`src/crc32rb_pkg.sv`:
```
// Package for the bytewise reflected CRC-32 block.
// Holds the CRC constants and the input item type; no dependencies.
package crc32rb_pkg;

  localparam int unsigned CrcW  = 32;
  localparam int unsigned ByteW = 8;

  localparam logic [CrcW-1:0]  CRC_ALL_ONES = 32'hFFFF_FFFF;
  localparam logic [CrcW-1:0]  CRC_STD_POLY = 32'hEDB8_8320;
  localparam logic [CrcW-1:0]  CRC_ALT_POLY = 32'h04C1_1DB7;
  localparam logic [ByteW-1:0] CRC_BYTE_MASK = 8'hFF;

  typedef struct packed {
    logic [ByteW-1:0] data_byte;
    logic             first_byte;
    logic             last_byte;
  } crc32rb_item_t;

endpackage

```
`src/crc32rb_fold.sv`:
```
// Combinational byte fold: preload, XOR in one byte and run eight
// reflected shift steps. Depends on crc32rb_pkg.
module crc32rb_fold (
  input  logic [crc32rb_pkg::CrcW-1:0]  rem_i,
  input  logic [crc32rb_pkg::ByteW-1:0] byte_i,
  input  logic                          first_i,
  input  logic [crc32rb_pkg::CrcW-1:0]  poly_i,
  output logic [crc32rb_pkg::CrcW-1:0]  rem_o
);
  import crc32rb_pkg::*;

  logic [CrcW-1:0] step [ByteW+1];

  always_comb begin
    step[0] = (first_i ? CRC_ALL_ONES : rem_i)
              ^ {{(CrcW-ByteW){1'b0}}, byte_i & CRC_BYTE_MASK};
    for (int k = 0; k < ByteW; k++) begin
      step[k+1] = (step[k] >> 1) ^ (step[k][0] ? poly_i : '0);
    end
  end

  assign rem_o = step[ByteW];

endmodule

```
`src/crc32_reflected_bytewise.sv`:
```
// Top level of the bytewise reflected CRC-32 block.
// Instantiates crc32rb_fold; depends on crc32rb_pkg.
//
// Usage:
//   in_*  : message bytes. in_tdata[7:0] is the byte, in_tuser flags the
//           first byte of a message (preload all ones), in_tlast the last.
//   out_* : one request per message, out_tdata = complemented remainder.
//   cfg_* : write of the reflected polynomial; always ready. Reset value
//           0xEDB88320 (standard CRC-32).
// Throughput: one byte per cycle, including across messages, while out_* is free.
// Path: a last byte passes the input register, then is folded into the result
//   register that drives out_tdata; a busy output holds it in the input register.
// The fold of eight shift steps sits between the input register and the
//   remainder/result registers and sets the cycle time.
// Reset: pipeline and output empty, remainder all ones, standard polynomial.
// Stall: the result waits in the output register; bytes keep flowing while
//   no further last byte needs the output, after that in_tready drops.
module crc32_reflected_bytewise (
  input  logic        clk,
  input  logic        rst_n,
  input  logic        in_tvalid,
  output logic        in_tready,
  input  logic [7:0]  in_tdata,   // [7:0] data_byte
  input  logic        in_tuser,   // [0] first_byte
  input  logic        in_tlast,
  output logic        out_tvalid,
  input  logic        out_tready,
  output logic [31:0] out_tdata,  // [31:0] crc_value
  input  logic        cfg_valid,
  output logic        cfg_ready,
  input  logic [31:0] cfg_data
);
  import crc32rb_pkg::*;

  logic            s1_valid_r, s1_valid_nxt;
  crc32rb_item_t   s1_item_r;
  logic [CrcW-1:0] poly_r;
  logic [CrcW-1:0] rem_r;
  logic [CrcW-1:0] rem_nxt;
  logic            out_valid_r, out_valid_nxt;
  logic [CrcW-1:0] out_data_r;
  logic            out_free;
  logic            s1_adv;
  logic            in_acc;

  assign cfg_ready = 1'b1;
  assign out_free  = !out_valid_r || out_tready;
  assign s1_adv    = s1_valid_r && (!s1_item_r.last_byte || out_free);
  assign in_tready = !s1_valid_r || s1_adv;
  assign in_acc    = in_tvalid && in_tready;

  crc32rb_fold u_fold (
    .rem_i   (rem_r),
    .byte_i  (s1_item_r.data_byte),
    .first_i (s1_item_r.first_byte),
    .poly_i  (poly_r),
    .rem_o   (rem_nxt)
  );

  always_comb begin
    s1_valid_nxt  = in_acc || (s1_valid_r && !s1_adv);
    out_valid_nxt = (out_valid_r && !out_tready) || (s1_adv && s1_item_r.last_byte);
  end

  always_ff @(posedge clk) begin
    if (!rst_n) begin
      s1_valid_r  <= 1'b0;
      out_valid_r <= 1'b0;
      rem_r       <= CRC_ALL_ONES;
      poly_r      <= CRC_STD_POLY;
    end else begin
      s1_valid_r  <= s1_valid_nxt;
      out_valid_r <= out_valid_nxt;
      if (s1_adv) begin
        rem_r <= rem_nxt;
      end
      if (cfg_valid && cfg_ready) begin
        poly_r <= cfg_data;
      end
    end
  end

  always_ff @(posedge clk) begin
    if (in_acc) begin
      s1_item_r <= '{data_byte: in_tdata, first_byte: in_tuser, last_byte: in_tlast};
    end
    if (s1_adv && s1_item_r.last_byte) begin
      out_data_r <= ~rem_nxt;
    end
  end

  assign out_tvalid = out_valid_r;
  assign out_tdata  = out_data_r;

  a_empty_ready: assert property (@(posedge clk) disable iff (!rst_n)
    !s1_valid_r |-> in_tready)
    else $error("input stage empty but not ready");

  a_mid_flows: assert property (@(posedge clk) disable iff (!rst_n)
    (s1_valid_r && !s1_item_r.last_byte) |-> s1_adv)
    else $error("non-last byte held in input stage");

  a_no_overwrite: assert property (@(posedge clk) disable iff (!rst_n)
    (out_valid_r && !out_tready) |-> !(s1_adv && s1_item_r.last_byte))
    else $error("pending result overwritten");

  a_result_follows: assert property (@(posedge clk) disable iff (!rst_n)
    (s1_adv && s1_item_r.last_byte) |=> (out_valid_r && out_data_r == ~rem_r))
    else $error("result missing or not matching remainder");

endmodule
```
`config.mk`:
```
export PLATFORM = sky130hd
export DESIGN_NAME = crc32_reflected_bytewise
export DESIGN_NICKNAME = d
export VERILOG_FILES = /design/src/crc32rb_pkg.sv /design/src/crc32rb_fold.sv /design/src/crc32_reflected_bytewise.sv
export SDC_FILE = /design/constraint.sdc
export NUM_CORES = 1
export LEC_CHECK = 0
export BUFFER_PORTS_ARGS = -buffer_cell sky130_fd_sc_hd__buf_2
export CAP_MARGIN = 30
export CORE_MARGIN = 3
export CORE_UTILIZATION = 55
export CTS_CLUSTER_DIAMETER = 120
export DETAILED_ROUTE_END_ITERATION = 10
export GPL_ROUTABILITY_DRIVEN = 0
export PLACE_DENSITY = 0.86
export SLEW_MARGIN = 15
export SYNTH_ARGS = -nofsm -noshare
export SYNTH_HDL_FRONTEND = slang
export SYNTH_HIERARCHICAL = 1
export SYNTH_SLANG_ARGS = --single-unit
```
`constraint.sdc`:
```
create_clock -name clk -period 10.8 [get_ports clk]
set_input_delay 2.16 -clock clk [delete_from_list [all_inputs] [get_ports clk]]
set_output_delay 2.16 -clock clk [all_outputs]
set_load 0.03 [all_outputs]
```
==> flow_metrics.py, run 1 <==
metrics = {
    "status": {
        "outcome": "finished clean",
    },
    "routing": {
        "vias": 7554,
        "wl_mm": 22.2,
        "drt_iter0_drc": 880,
        "dr.pass1.iters": 5,
        "antenna_left": 0,
        "vias_per_cell": 5.78,
        "routedWlPerCell_um": 17.0,
        "drc": 0,
    },
    "clock_network": {
        "cts-root-buf": "clkbuf_16",
        "cts_setup_buffers": 0,
        "cts_made_buffers": 9,
        "h-tree-depth": 3,
        "clk_pin_slew_ns": 0.07,
        "cts_hold_buffers": 0,
        "clockBufferDepth": 2,
        "ctsResizeCount": 0,
        "clk_latency_ns": 0.36,
        "cts.sink_count": 108,
        "cts_tree": "built",
    },
    "synthesis": {
        "yosys.area.top_type": "dfxtp_1",
        "ys_ff_latch": 108,
        "synth_top_area_share_pct": 14.7,
        "ys.flop_type": "dfxtp_1",
        "synthArstFlopShare_pct": 0,
        "synth-edff-count": 42,
        "synth_area_um2": 9010,
        "synthTopCellsByCount": "nand2_1 (241), xnor2_1 (143), o21ai_0 (76)",
        "syn_nets": 1128,
        "synth_cell_types": 68,
        "syn_avg_cell_area_um2": 8.34,
        "synth.most_common_cell": "nand2_1",
        "yosysSeqAreaShare_pct": 28.7,
        "synthTopCellsByArea": "dfxtp_1 (15%), edfxtp_1 (14%), xnor2_1 (14%)",
        "synth_cells": 1081,
        "ys_warn_count": 6,
    },
    "placement": {
        "post-place-ws_ns": 4.16,
        "io_buffers": 80,
        "post_dp_cell_area_um2": 9350,
        "dp_hpwl_mm": 14.7,
    },
    "die": {
        "pin_count": 82,
        "die_w_um": 134,
        "chipHeight_um": 134,
        "coreArea_um2": 15900,
        "die-area_um2": 18000,
        "fp-row-count": 46,
        "start_util_pct": 56.5,
    },
    "min_path": {
        "min_path_type": "flop to flop",
        "min_from": "rem_r[31]$_SDFFE_PN1P_",
    },
    "global_routing": {
        "grt_use_total_pct": 24.8,
        "grt_remaining_overflow": 0,
        "grt_max_degree": 42,
        "grt_antenna_before_repair": 0,
        "grt_pass1_wl_mm": 36.2,
        "grt_pass1_vias": 7248,
    },
    "cells_and_area": {
        "design_area_um2": 9680,
        "syn_to_final_growth_pct": 7.40,
        "final_util_pct": 60.7,
        "finalNetCount": 1134,
        "fillers": 1331,
        "layout-drive-gt1-share_pct": 11.7,
        "antenna_cells": 0,
    },
    "setup_path": {
        "critPathRequiredTime_ns": 11.05,
        "startpoint": "s1_item_r[2]$_DFFE_PP_",
        "rr_startpoint": "s1_item_r[2]$_DFFE_PP_",
        "worst_setup_path_start_kind": "flop",
        "crit_path_end_kind": "flop",
        "criticalPathCategory": "flop to flop",
        "cp_max_fo": 33,
        "arrival_ns": 7.13,
    },
    "power_and_ir_drop": {
        "peakVddDrop_mv": 0.131,
        "total_power_uw": 2310,
        "power_density_nw_per_um2": 239,
        "leakage_uw": 0.00415,
    },
    "sta": {
        "tightest_slew_ns": 0.988,
        "max_freq_ghz": 0.145,
        "slew_headroom_pct": 34.1,
        "setup_violations": 0,
        "fin_setup_tns_ns": 0,
        "finalCritPeriodShare_pct": 63.7,
        "hold_viol": 0,
        "period_needed_ns": 6.88,
        "fin_ws_ns": 3.92,
        "skew_ns": 0.00819,
        "rsz0062_at_grt": "false",
        "slew_viol_final": 0,
    },
    "job": {
        "drv_cap": 0,
    },
}
-- power by group --
part / total (uW) / switching [uW] / internal [uW] / leakage (uW)
combinational: 1400 / 722 / 675 / 0.00307
clock: 331 / 147 / 183 / 0.000145
sequential: 583 / 49.1 / 534 / 0.000938
-- metrics by stage --
stage	hold WS, ns	std cells
CTS	0.457	1306
finish	0.456	1308
global placement	0.435	1287
floorplan	0.427	1081
detailed placement	0.443	1290
global route	0.475	1308
-- final timing paths --
path,to,slack [ns],cells past startpoint
setup / recovery,rem_r[19]$_SDFFE_PN1P_,3.92,18
hold / removal,rem_r[31]$_SDFFE_PN1P_,0.46,1
setup reg to reg,rem_r[19]$_SDFFE_PN1P_,3.92,18
hold reg to reg,rem_r[31]$_SDFFE_PN1P_,0.46,1
-- final cells by class --
cell class	instances	area, um^2	share of cell area, %
clock inverter	1	5.00	0.0517
timing repair buffer	95	569	5.88
clock buffer	15	289	2.99
inverter	43	161	1.67
sequential	108	2580	26.7
multi-input combinational	830	5800	59.9
tap	216	270	2.79
-- cells by family after synthesis --
family	after synthesis	synth area share [%]
buffers and inverters	143	7.29
flip-flops	108	28.7
multiplexers	63	7.04
AND/OR/NAND/NOR	380	18.2
XOR/XNOR	206	24.8
AO/OA/AOI/OAI	180	13.9
other	1	0.0416
-- sequential cells by signal, indices dropped and copies added, names as in the netlist --
signal      flops
s1_valid_r      1
rem_r          32
s1_item_r      10
poly_r         32
out_tdata      32
out_tvalid      1
-- layout by cell type (no fill, tap or decap), drive strengths merged, types with 3 or more instances in the layout --
cell	n
a21boi	3
nand3	45
o31a	3
nor2b	19
clkbuf	15
edfxtp	42
nor2	44
o31ai	4
or2	3
o211a	6
o21ai	76
xor2	32
xnor2	143
and3	3
mux2i	63
nand2	241
o211ai	3
xnor3	31
buf	95
dfxtp	66
o311a	3
nand2b	4
a21oi	7
a211oi	15
nor3	6
a21o	34
o2111ai	3
inv	43
a211o	5
nor4	3
-- worst max-delay path, cell delays in order (launching register included) --
cell      delay (ns)
edfxtp_1        0.77
nand2b_1        0.24
o32ai_1         0.66
or4_4           0.27
nand2_1         0.53
a221oi_1        0.66
a211o_1         0.45
buf_8           0.25
a221o_1         0.17
nand3_1         0.11
xor2_2          0.13
buf_4           0.36
mux2i_4         0.68
buf_4           0.45
mux2i_1         0.25
xnor3_1         0.44
nand2_1         0.07
o21ai_0         0.08
a21o_1          0.17
-- routing by layer --
metal	part of all wire [%]	track usage, %
met1	41	31.9
met2	48	41.6
met3	7.9	4.69
met4	2.6	9.43
met5	0	0
(Power assumes the default switching activity.)
==> run 2: changes to the inputs <==
ABC_AREA = 1   (was not set)
PLACE_DENSITY = 0.85   (was 0.86)
clock period = 6.6 ns   (was 10.8 ns; I/O delays follow)
==> run 2 against run 1 <==
Sequential power is 47% higher. First-iteration DRC count is 62% higher. Cell count is 41% higher. Global-route usage is 3.3 points higher. Highest routed layer unchanged.
==> flow_metrics.py, run 2 <==
metrics = {
    "setup_path": {
        "arrival_ns": 5.70,
        "cpMostUsedCell": "nand2_1",
        "cp.buffers_inverters": 3,
        "slowest_delay_ns": 0.48,
        "critPathRequiredTime_ns": 6.82,
        "rr_startpoint": "s1_item_r[1]$_DFFE_PP_",
        "criticalPathCategory": "flop to flop",
        "crit_family": "simple AND/OR/NAND/NOR gates",
        "worst_setup_path_start_kind": "flop",
        "cpMaxStageDelayCell": "nand2_2",
        "startpoint": "s1_item_r[1]$_DFFE_PP_",
        "cp_max_fo": 40,
        "crit_path_end_kind": "flop",
    },
    "power_and_ir_drop": {
        "total_power_uw": 2960,
        "p_clk_share_pct": 19.2,
        "peakVddDrop_mv": 0.181,
        "swShare_pct": 46.2,
        "power_density_nw_per_um2": 294,
        "leakage_uw": 0.00523,
        "p_int_uw": 1590,
        "p_seq_share_pct": 28.9,
        "power.switching_uw": 1370,
        "combPwrFrac_pct": 51.9,
    },
    "synthesis": {
        "synth_cell_types": 28,
        "synthTopCellsByCount": "nand2_1 (635), nand3_1 (167), nor2_1 (138)",
        "synth_cells": 1614,
        "synthTopCellsByArea": "nand2_1 (25%), dfxtp_1 (14%), edfxtp_1 (13%)",
        "yosysSeqAreaShare_pct": 27.1,
        "syn_avg_cell_area_um2": 5.91,
        "ys_ff_latch": 108,
        "synth-edff-count": 42,
        "syn_nets": 1661,
        "ys.flop_type": "dfxtp_1",
        "ys_warn_count": 6,
        "synth.most_common_cell": "nand2_1",
        "yosys.area.top_type": "nand2_1",
        "synthArstFlopShare_pct": 0,
        "synth_top_area_share_pct": 25.0,
        "synth_area_um2": 9540,
    },
    "global_routing": {
        "grt_pass1_wl_mm": 43.6,
        "grt_max_degree": 67,
        "grt_use_total_pct": 28.2,
        "grt_remaining_overflow": 0,
        "grt_pass1_vias": 9327,
        "grt_antenna_before_repair": 0,
    },
    "placement": {
        "io_buffers": 80,
        "dp_hpwl_mm": 18.0,
        "post-place-ws_ns": 1.30,
    },
    "routing": {
        "vias": 10500,
        "vias_per_cell": 5.70,
        "routedWlPerCell_um": 14.5,
        "drc": 0,
        "wl_mm": 26.7,
        "dr.pass1.iters": 10,
        "antenna_left": 0,
        "drt_iter0_drc": 1425,
    },
    "status": {
        "outcome": "finished clean",
    },
    "sta": {
        "skew_ns": 0.0122,
        "slew_viol_final": 0,
        "period_needed_ns": 5.48,
        "finalCritPeriodShare_pct": 83.0,
        "rsz0062_at_grt": "false",
        "fin_setup_tns_ns": 0,
        "fin_ws_ns": 1.12,
        "setup_violations": 0,
        "max_freq_ghz": 0.182,
        "hold_viol": 0,
        "slew_headroom_pct": 31.8,
        "tightest_slew_ns": 1.02,
    },
    "clock_network": {
        "cts_tree": "built",
        "clockBufferDepth": 2,
        "clk_pin_slew_ns": 0.08,
        "cts_setup_buffers": 0,
        "cts-root-buf": "clkbuf_16",
        "cts_hold_buffers": 0,
        "cts.sink_count": 108,
        "cts_made_buffers": 9,
        "ctsResizeCount": 0,
        "h-tree-depth": 3,
        "clk_latency_ns": 0.37,
    },
    "die": {
        "coreArea_um2": 16800,
        "die_w_um": 138,
        "fp-row-count": 47,
        "start_util_pct": 56.9,
        "pin_count": 82,
        "die-area_um2": 19000,
        "chipHeight_um": 138,
    },
    "job": {
        "drv_cap": 0,
    },
    "cells_and_area": {
        "finalNetCount": 1666,
        "layout-drive-gt1-share_pct": 9.11,
        "final_util_pct": 60.2,
        "antenna_cells": 0,
        "final_common_cell": "nand2_1",
        "fillers": 1618,
        "syn_to_final_growth_pct": 5.70,
        "final_cell_mix": "nand2_1 (635), nand3_1 (167), nor2_1 (138)",
    },
    "min_path": {
        "min_from": "rem_r[29]$_SDFFE_PN1P_",
        "min_path_type": "flop to flop",
    },
}
## run 2: stage by stage
| stage | instances | area, um^2 | hold WS (ns) |
|---|---|---|---|
| floorplan | 1614 | 9540 | 0.424 |
| detailed placement | 1827 | 9770 | 0.444 |
| finish | 1844 | 10100 | 0.460 |
| global placement | 1827 | 9770 | 0.440 |
| CTS | 1843 | 10100 | 0.463 |
| global route | 1844 | 10100 | 0.483 |
## run 2: cell type report
type / count / area [um^2] / share of cell area (%)
tap: 220 / 275 / 2.73
clock buffer: 9 / 225 / 2.23
clock inverter: 7 / 81.3 / 0.806
timing repair buffer: 91 / 490 / 4.86
sequential: 108 / 2580 / 25.6
inverter: 143 / 537 / 5.32
multi-input combinational: 1266 / 5900 / 58.5
## run 2: per-layer routing
metal	vias to the layer above	track usage, %	part of all wire (%)	routed length [um]
met5	-	0	0	0
met4	0	12.2	3.4	919
met3	85	4.71	9.7	2590
met2	581	46.1	46	12100
met1	4681	36.6	41	11000
li1	5169	-	-	-
## run 2: cells by family after synthesis
kind of cell	after synthesis	share of synthesized area (%)
other	1	0.0393
AO/OA/AOI/OAI	132	7.01
XOR/XNOR	91	8.35
AND/OR/NAND/NOR	1042	46.4
flip-flops	108	27.1
buffers and inverters	240	11.2
## run 2: power by group through the flow
stage | combinational (uW) | clock (uW) | sequential, uW
after global routing | 1740 | 599 | 864
final | 1540 | 568 | 856
after global placement | 1450 | 0 | 868
after floorplan | 1230 | 0 | 870
after detailed placement | 1490 | 0 | 869
after CTS | 1500 | 581 | 854
## run 2: final timing paths
kind	depth (start not counted)	slack, ns	end
hold reg to reg	2	0.46	rem_r[29]$_SDFFE_PN1P_
setup reg to reg	26	1.12	rem_r[19]$_SDFFE_PN1P_
setup / recovery	26	1.12	rem_r[19]$_SDFFE_PN1P_
hold / removal	2	0.46	rem_r[29]$_SDFFE_PN1P_
## run 2: worst reg2reg max path, stage by stage, from the launching register on
cell and delay (ns):
edfxtp_1 0.47, inv_2 0.07, nand2_1 0.06, nand2_1 0.12, nand2_2 0.48, nor2_1 0.30
nand2_1 0.07, nand2_1 0.11, nand3_1 0.12, nand2_4 0.41, nand3_2 0.15, nand2_4 0.36
nand3_1 0.14, nand2_1 0.12, nand3_1 0.09, nand2_2 0.32, buf_4 0.34, nand3_1 0.17
nand3_1 0.15, nand2_1 0.07, nand2_1 0.48, buf_4 0.35, nor2_1 0.07, nand2_1 0.06
nand2_1 0.06, nand3_1 0.08, nand3_1 0.10
==> run 3: changes to the inputs <==
ABC_AREA = 0   (was 1)
PLACE_DENSITY = 0.89   (was 0.85)
clock period = 5 ns   (was 6.6 ns; I/O delays follow)
==> run 3 against run 2 <==
Hold slack got worse by 0.0066 ns. Maximum frequency increased by 12%. Setup slack got worse by 1.0 ns. Clock power increased by 21%. Sequential power increased by 46%. Via count decreased by 24%. Global-route usage decreased by 2.5 points. Clock skew decreased by 0.0046 ns. Power increased by 73%. Flip-flop and latch count unchanged.
==> flow_metrics.py, run 3 (synthesis gave the netlist of run 1 again) <==
metrics = {
    "status": {
        "outcome": "finished clean",
    },
    "clock_network": {
        "clk_latency_ns": 0.36,
        "clockBufferDepth": 2,
        "h-tree-depth": 3,
        "cts_hold_buffers": 0,
        "cts_tree": "built",
        "clk_pin_slew_ns": 0.07,
        "cts.sink_count": 108,
        "cts-root-buf": "clkbuf_16",
        "cts_made_buffers": 9,
    },
    "sta": {
        "hold_viol": 0,
        "tightest_slew_ns": 0.654,
        "finalCritPeriodShare_pct": 98.0,
        "setup_violations": 0,
        "skew_ns": 0.00766,
        "rsz0062_at_grt": "true",
        "fin_ws_ns": 0.0980,
        "fin_setup_tns_ns": 0,
        "period_needed_ns": 4.90,
        "slew_viol_final": 0,
        "max_freq_ghz": 0.204,
        "slew_headroom_pct": 56.4,
    },
    "setup_path": {
        "arrival_ns": 5.16,
        "worst_setup_path_start_kind": "flop",
        "cp_max_fo": 16,
        "cpMostUsedCell": "a211oi_4",
        "cpMaxStageDelayCell": "xnor3_1",
        "crit_path_end_kind": "flop",
        "crit_chain": "buf_4 -> or2_1 -> a211oi_4 -> o31ai_2 -> a211oi_4 -> a22oi_1 -> a211o_2 -> a221o_1 -> nand3_1 -> xor2_2 -> mux2i_4 -> buf_12 -> mux2i_1 -> xnor3_1 -> nand2_1 -> o21ai_0 -> a21o_1",
        "critPathRequiredTime_ns": 5.26,
        "slowest_delay_ns": 0.45,
        "criticalPathCategory": "flop to flop",
    },
    "global_routing": {
        "grt_max_degree": 36,
        "grt_pass1_vias": 7543,
        "grt_use_total_pct": 25.6,
        "grt_remaining_overflow": 0,
        "grt_antenna_before_repair": 0,
        "grt_pass1_wl_mm": 37.4,
    },
    "routing": {
        "drc": 0,
        "antenna_left": 0,
        "wl_mm": 23.8,
        "vias": 7975,
        "drt_iter0_drc": 921,
        "vias_per_cell": 5.97,
        "dr.pass1.iters": 5,
        "routedWlPerCell_um": 17.8,
    },
    "cells_and_area": {
        "final_cell_mix": "nand2_1 (241), xnor2_1 (139), buf_2 (80)",
        "layout-drive-gt1-share_pct": 15.4,
        "fillers": 1237,
        "antenna_cells": 0,
        "design_area_um2": 10000,
        "final_common_cell": "nand2_1",
        "layout.cells.non_filler": 1335,
        "final_util_pct": 62.9,
        "finalNetCount": 1161,
        "syn_to_final_growth_pct": 11.2,
    },
    "power_and_ir_drop": {
        "power_density_nw_per_um2": 510,
        "peakVddDrop_mv": 0.284,
        "leakage_uw": 0.00431,
    },
    "placement": {
        "post_dp_cell_area_um2": 9580,
        "io_buffers": 80,
        "placed_cells": 1316,
        "post-place-ws_ns": 0.152,
        "dp_hpwl_mm": 15.6,
    },
    "die": {
        "coreArea_um2": 15900,
        "die-area_um2": 18000,
        "die_w_um": 134,
        "pin_count": 82,
        "chipHeight_um": 134,
        "fp-row-count": 46,
        "start_util_pct": 56.5,
    },
    "min_path": {
        "min_path_type": "flop to flop",
    },
    "job": {
        "drv_cap": 0,
    },
}
[run 3: changes by cell type in the layout (fill, tap and decap cells not counted), moves of 17 or more]
cell	change
a21o_1	+34
buf_4	+25
inv_1	-82
inv_2	-17
mux2i_1	+62
nand2_1	-394
nand3_1	-122
nand4_1	-76
nor2_1	-95
nor2b_1	+19
o21ai_1	-44
xnor2_1	+80
xnor3_1	+30
[run 3: layout make-up]
cell class | instances | area [um^2] | area share, %
multi-input cells | 830 | 5930 | 59.1
flip-flops and latches | 108 | 2580 | 25.8
repair buffers | 122 | 807 | 8.05
well taps | 216 | 270 | 2.70
clock buffers | 15 | 268 | 2.67
inverters | 43 | 161 | 1.61
clock inverters | 1 | 6.26 | 0.0624
[run 3: path summary, 6_finish.rpt]
path / start / end / slack (ns) / cells after the start
worst min register to register: rem_r[29]$_SDFFE_PN1P_ / rem_r[29]$_SDFFE_PN1P_ / 0.45 / 1
worst min-delay path: rem_r[29]$_SDFFE_PN1P_ / rem_r[29]$_SDFFE_PN1P_ / 0.45 / 1
worst max-delay path: s1_item_r[2]$_DFFE_PP_ / rem_r[1]$_SDFFE_PN1P_ / 0.1 / 17
worst max register to register: s1_item_r[2]$_DFFE_PP_ / rem_r[1]$_SDFFE_PN1P_ / 0.1 / 17
[run 3: repair_timing]
action	CTS	global route
buffers inserted	0	2
gates resized for setup	0	26
endpoints found under the setup margin	0	61
[run 3: stage by stage]
step	hold WS, ns	power, uW
global route	0.466	5400
CTS	0.456	5010
floorplan	0.427	3700
finish	0.453	5110
detailed placement	0.440	4310
global placement	0.435	4240
[run 3: worst max-delay path, delay by kind of cell, from the launching register on]
family                    cells  cell delay, ns
and+or+nand+nor               3            0.48
AOI/OAI and AO/OA             8            2.20
xor gates and xnor gates      2            0.68
DFF                           1            0.43
muxes                         2            0.57
buffers and inverters         2            0.43
[run 3: where the power goes]
| part | internal (uW) | switching, uW |
|---|---|---|
| Sequential | 1150 | 93.9 |
| Clock | 367 | 319 |
| Combinational | 1530 | 1650 |
| Total | 3050 | 2060 |
[run 3: routing by layer]
| metal | global-route usage, % | part of all wire, % | vias up |
|---|---|---|---|
| li1 | - | - | 3659 |
| met2 | 44.1 | 48 | 499 |
| met5 | 0 | 0 | - |
| met1 | 32.1 | 39 | 3719 |
| met4 | 11.0 | 3.8 | 0 |
| met3 | 3.83 | 9.0 | 98 |
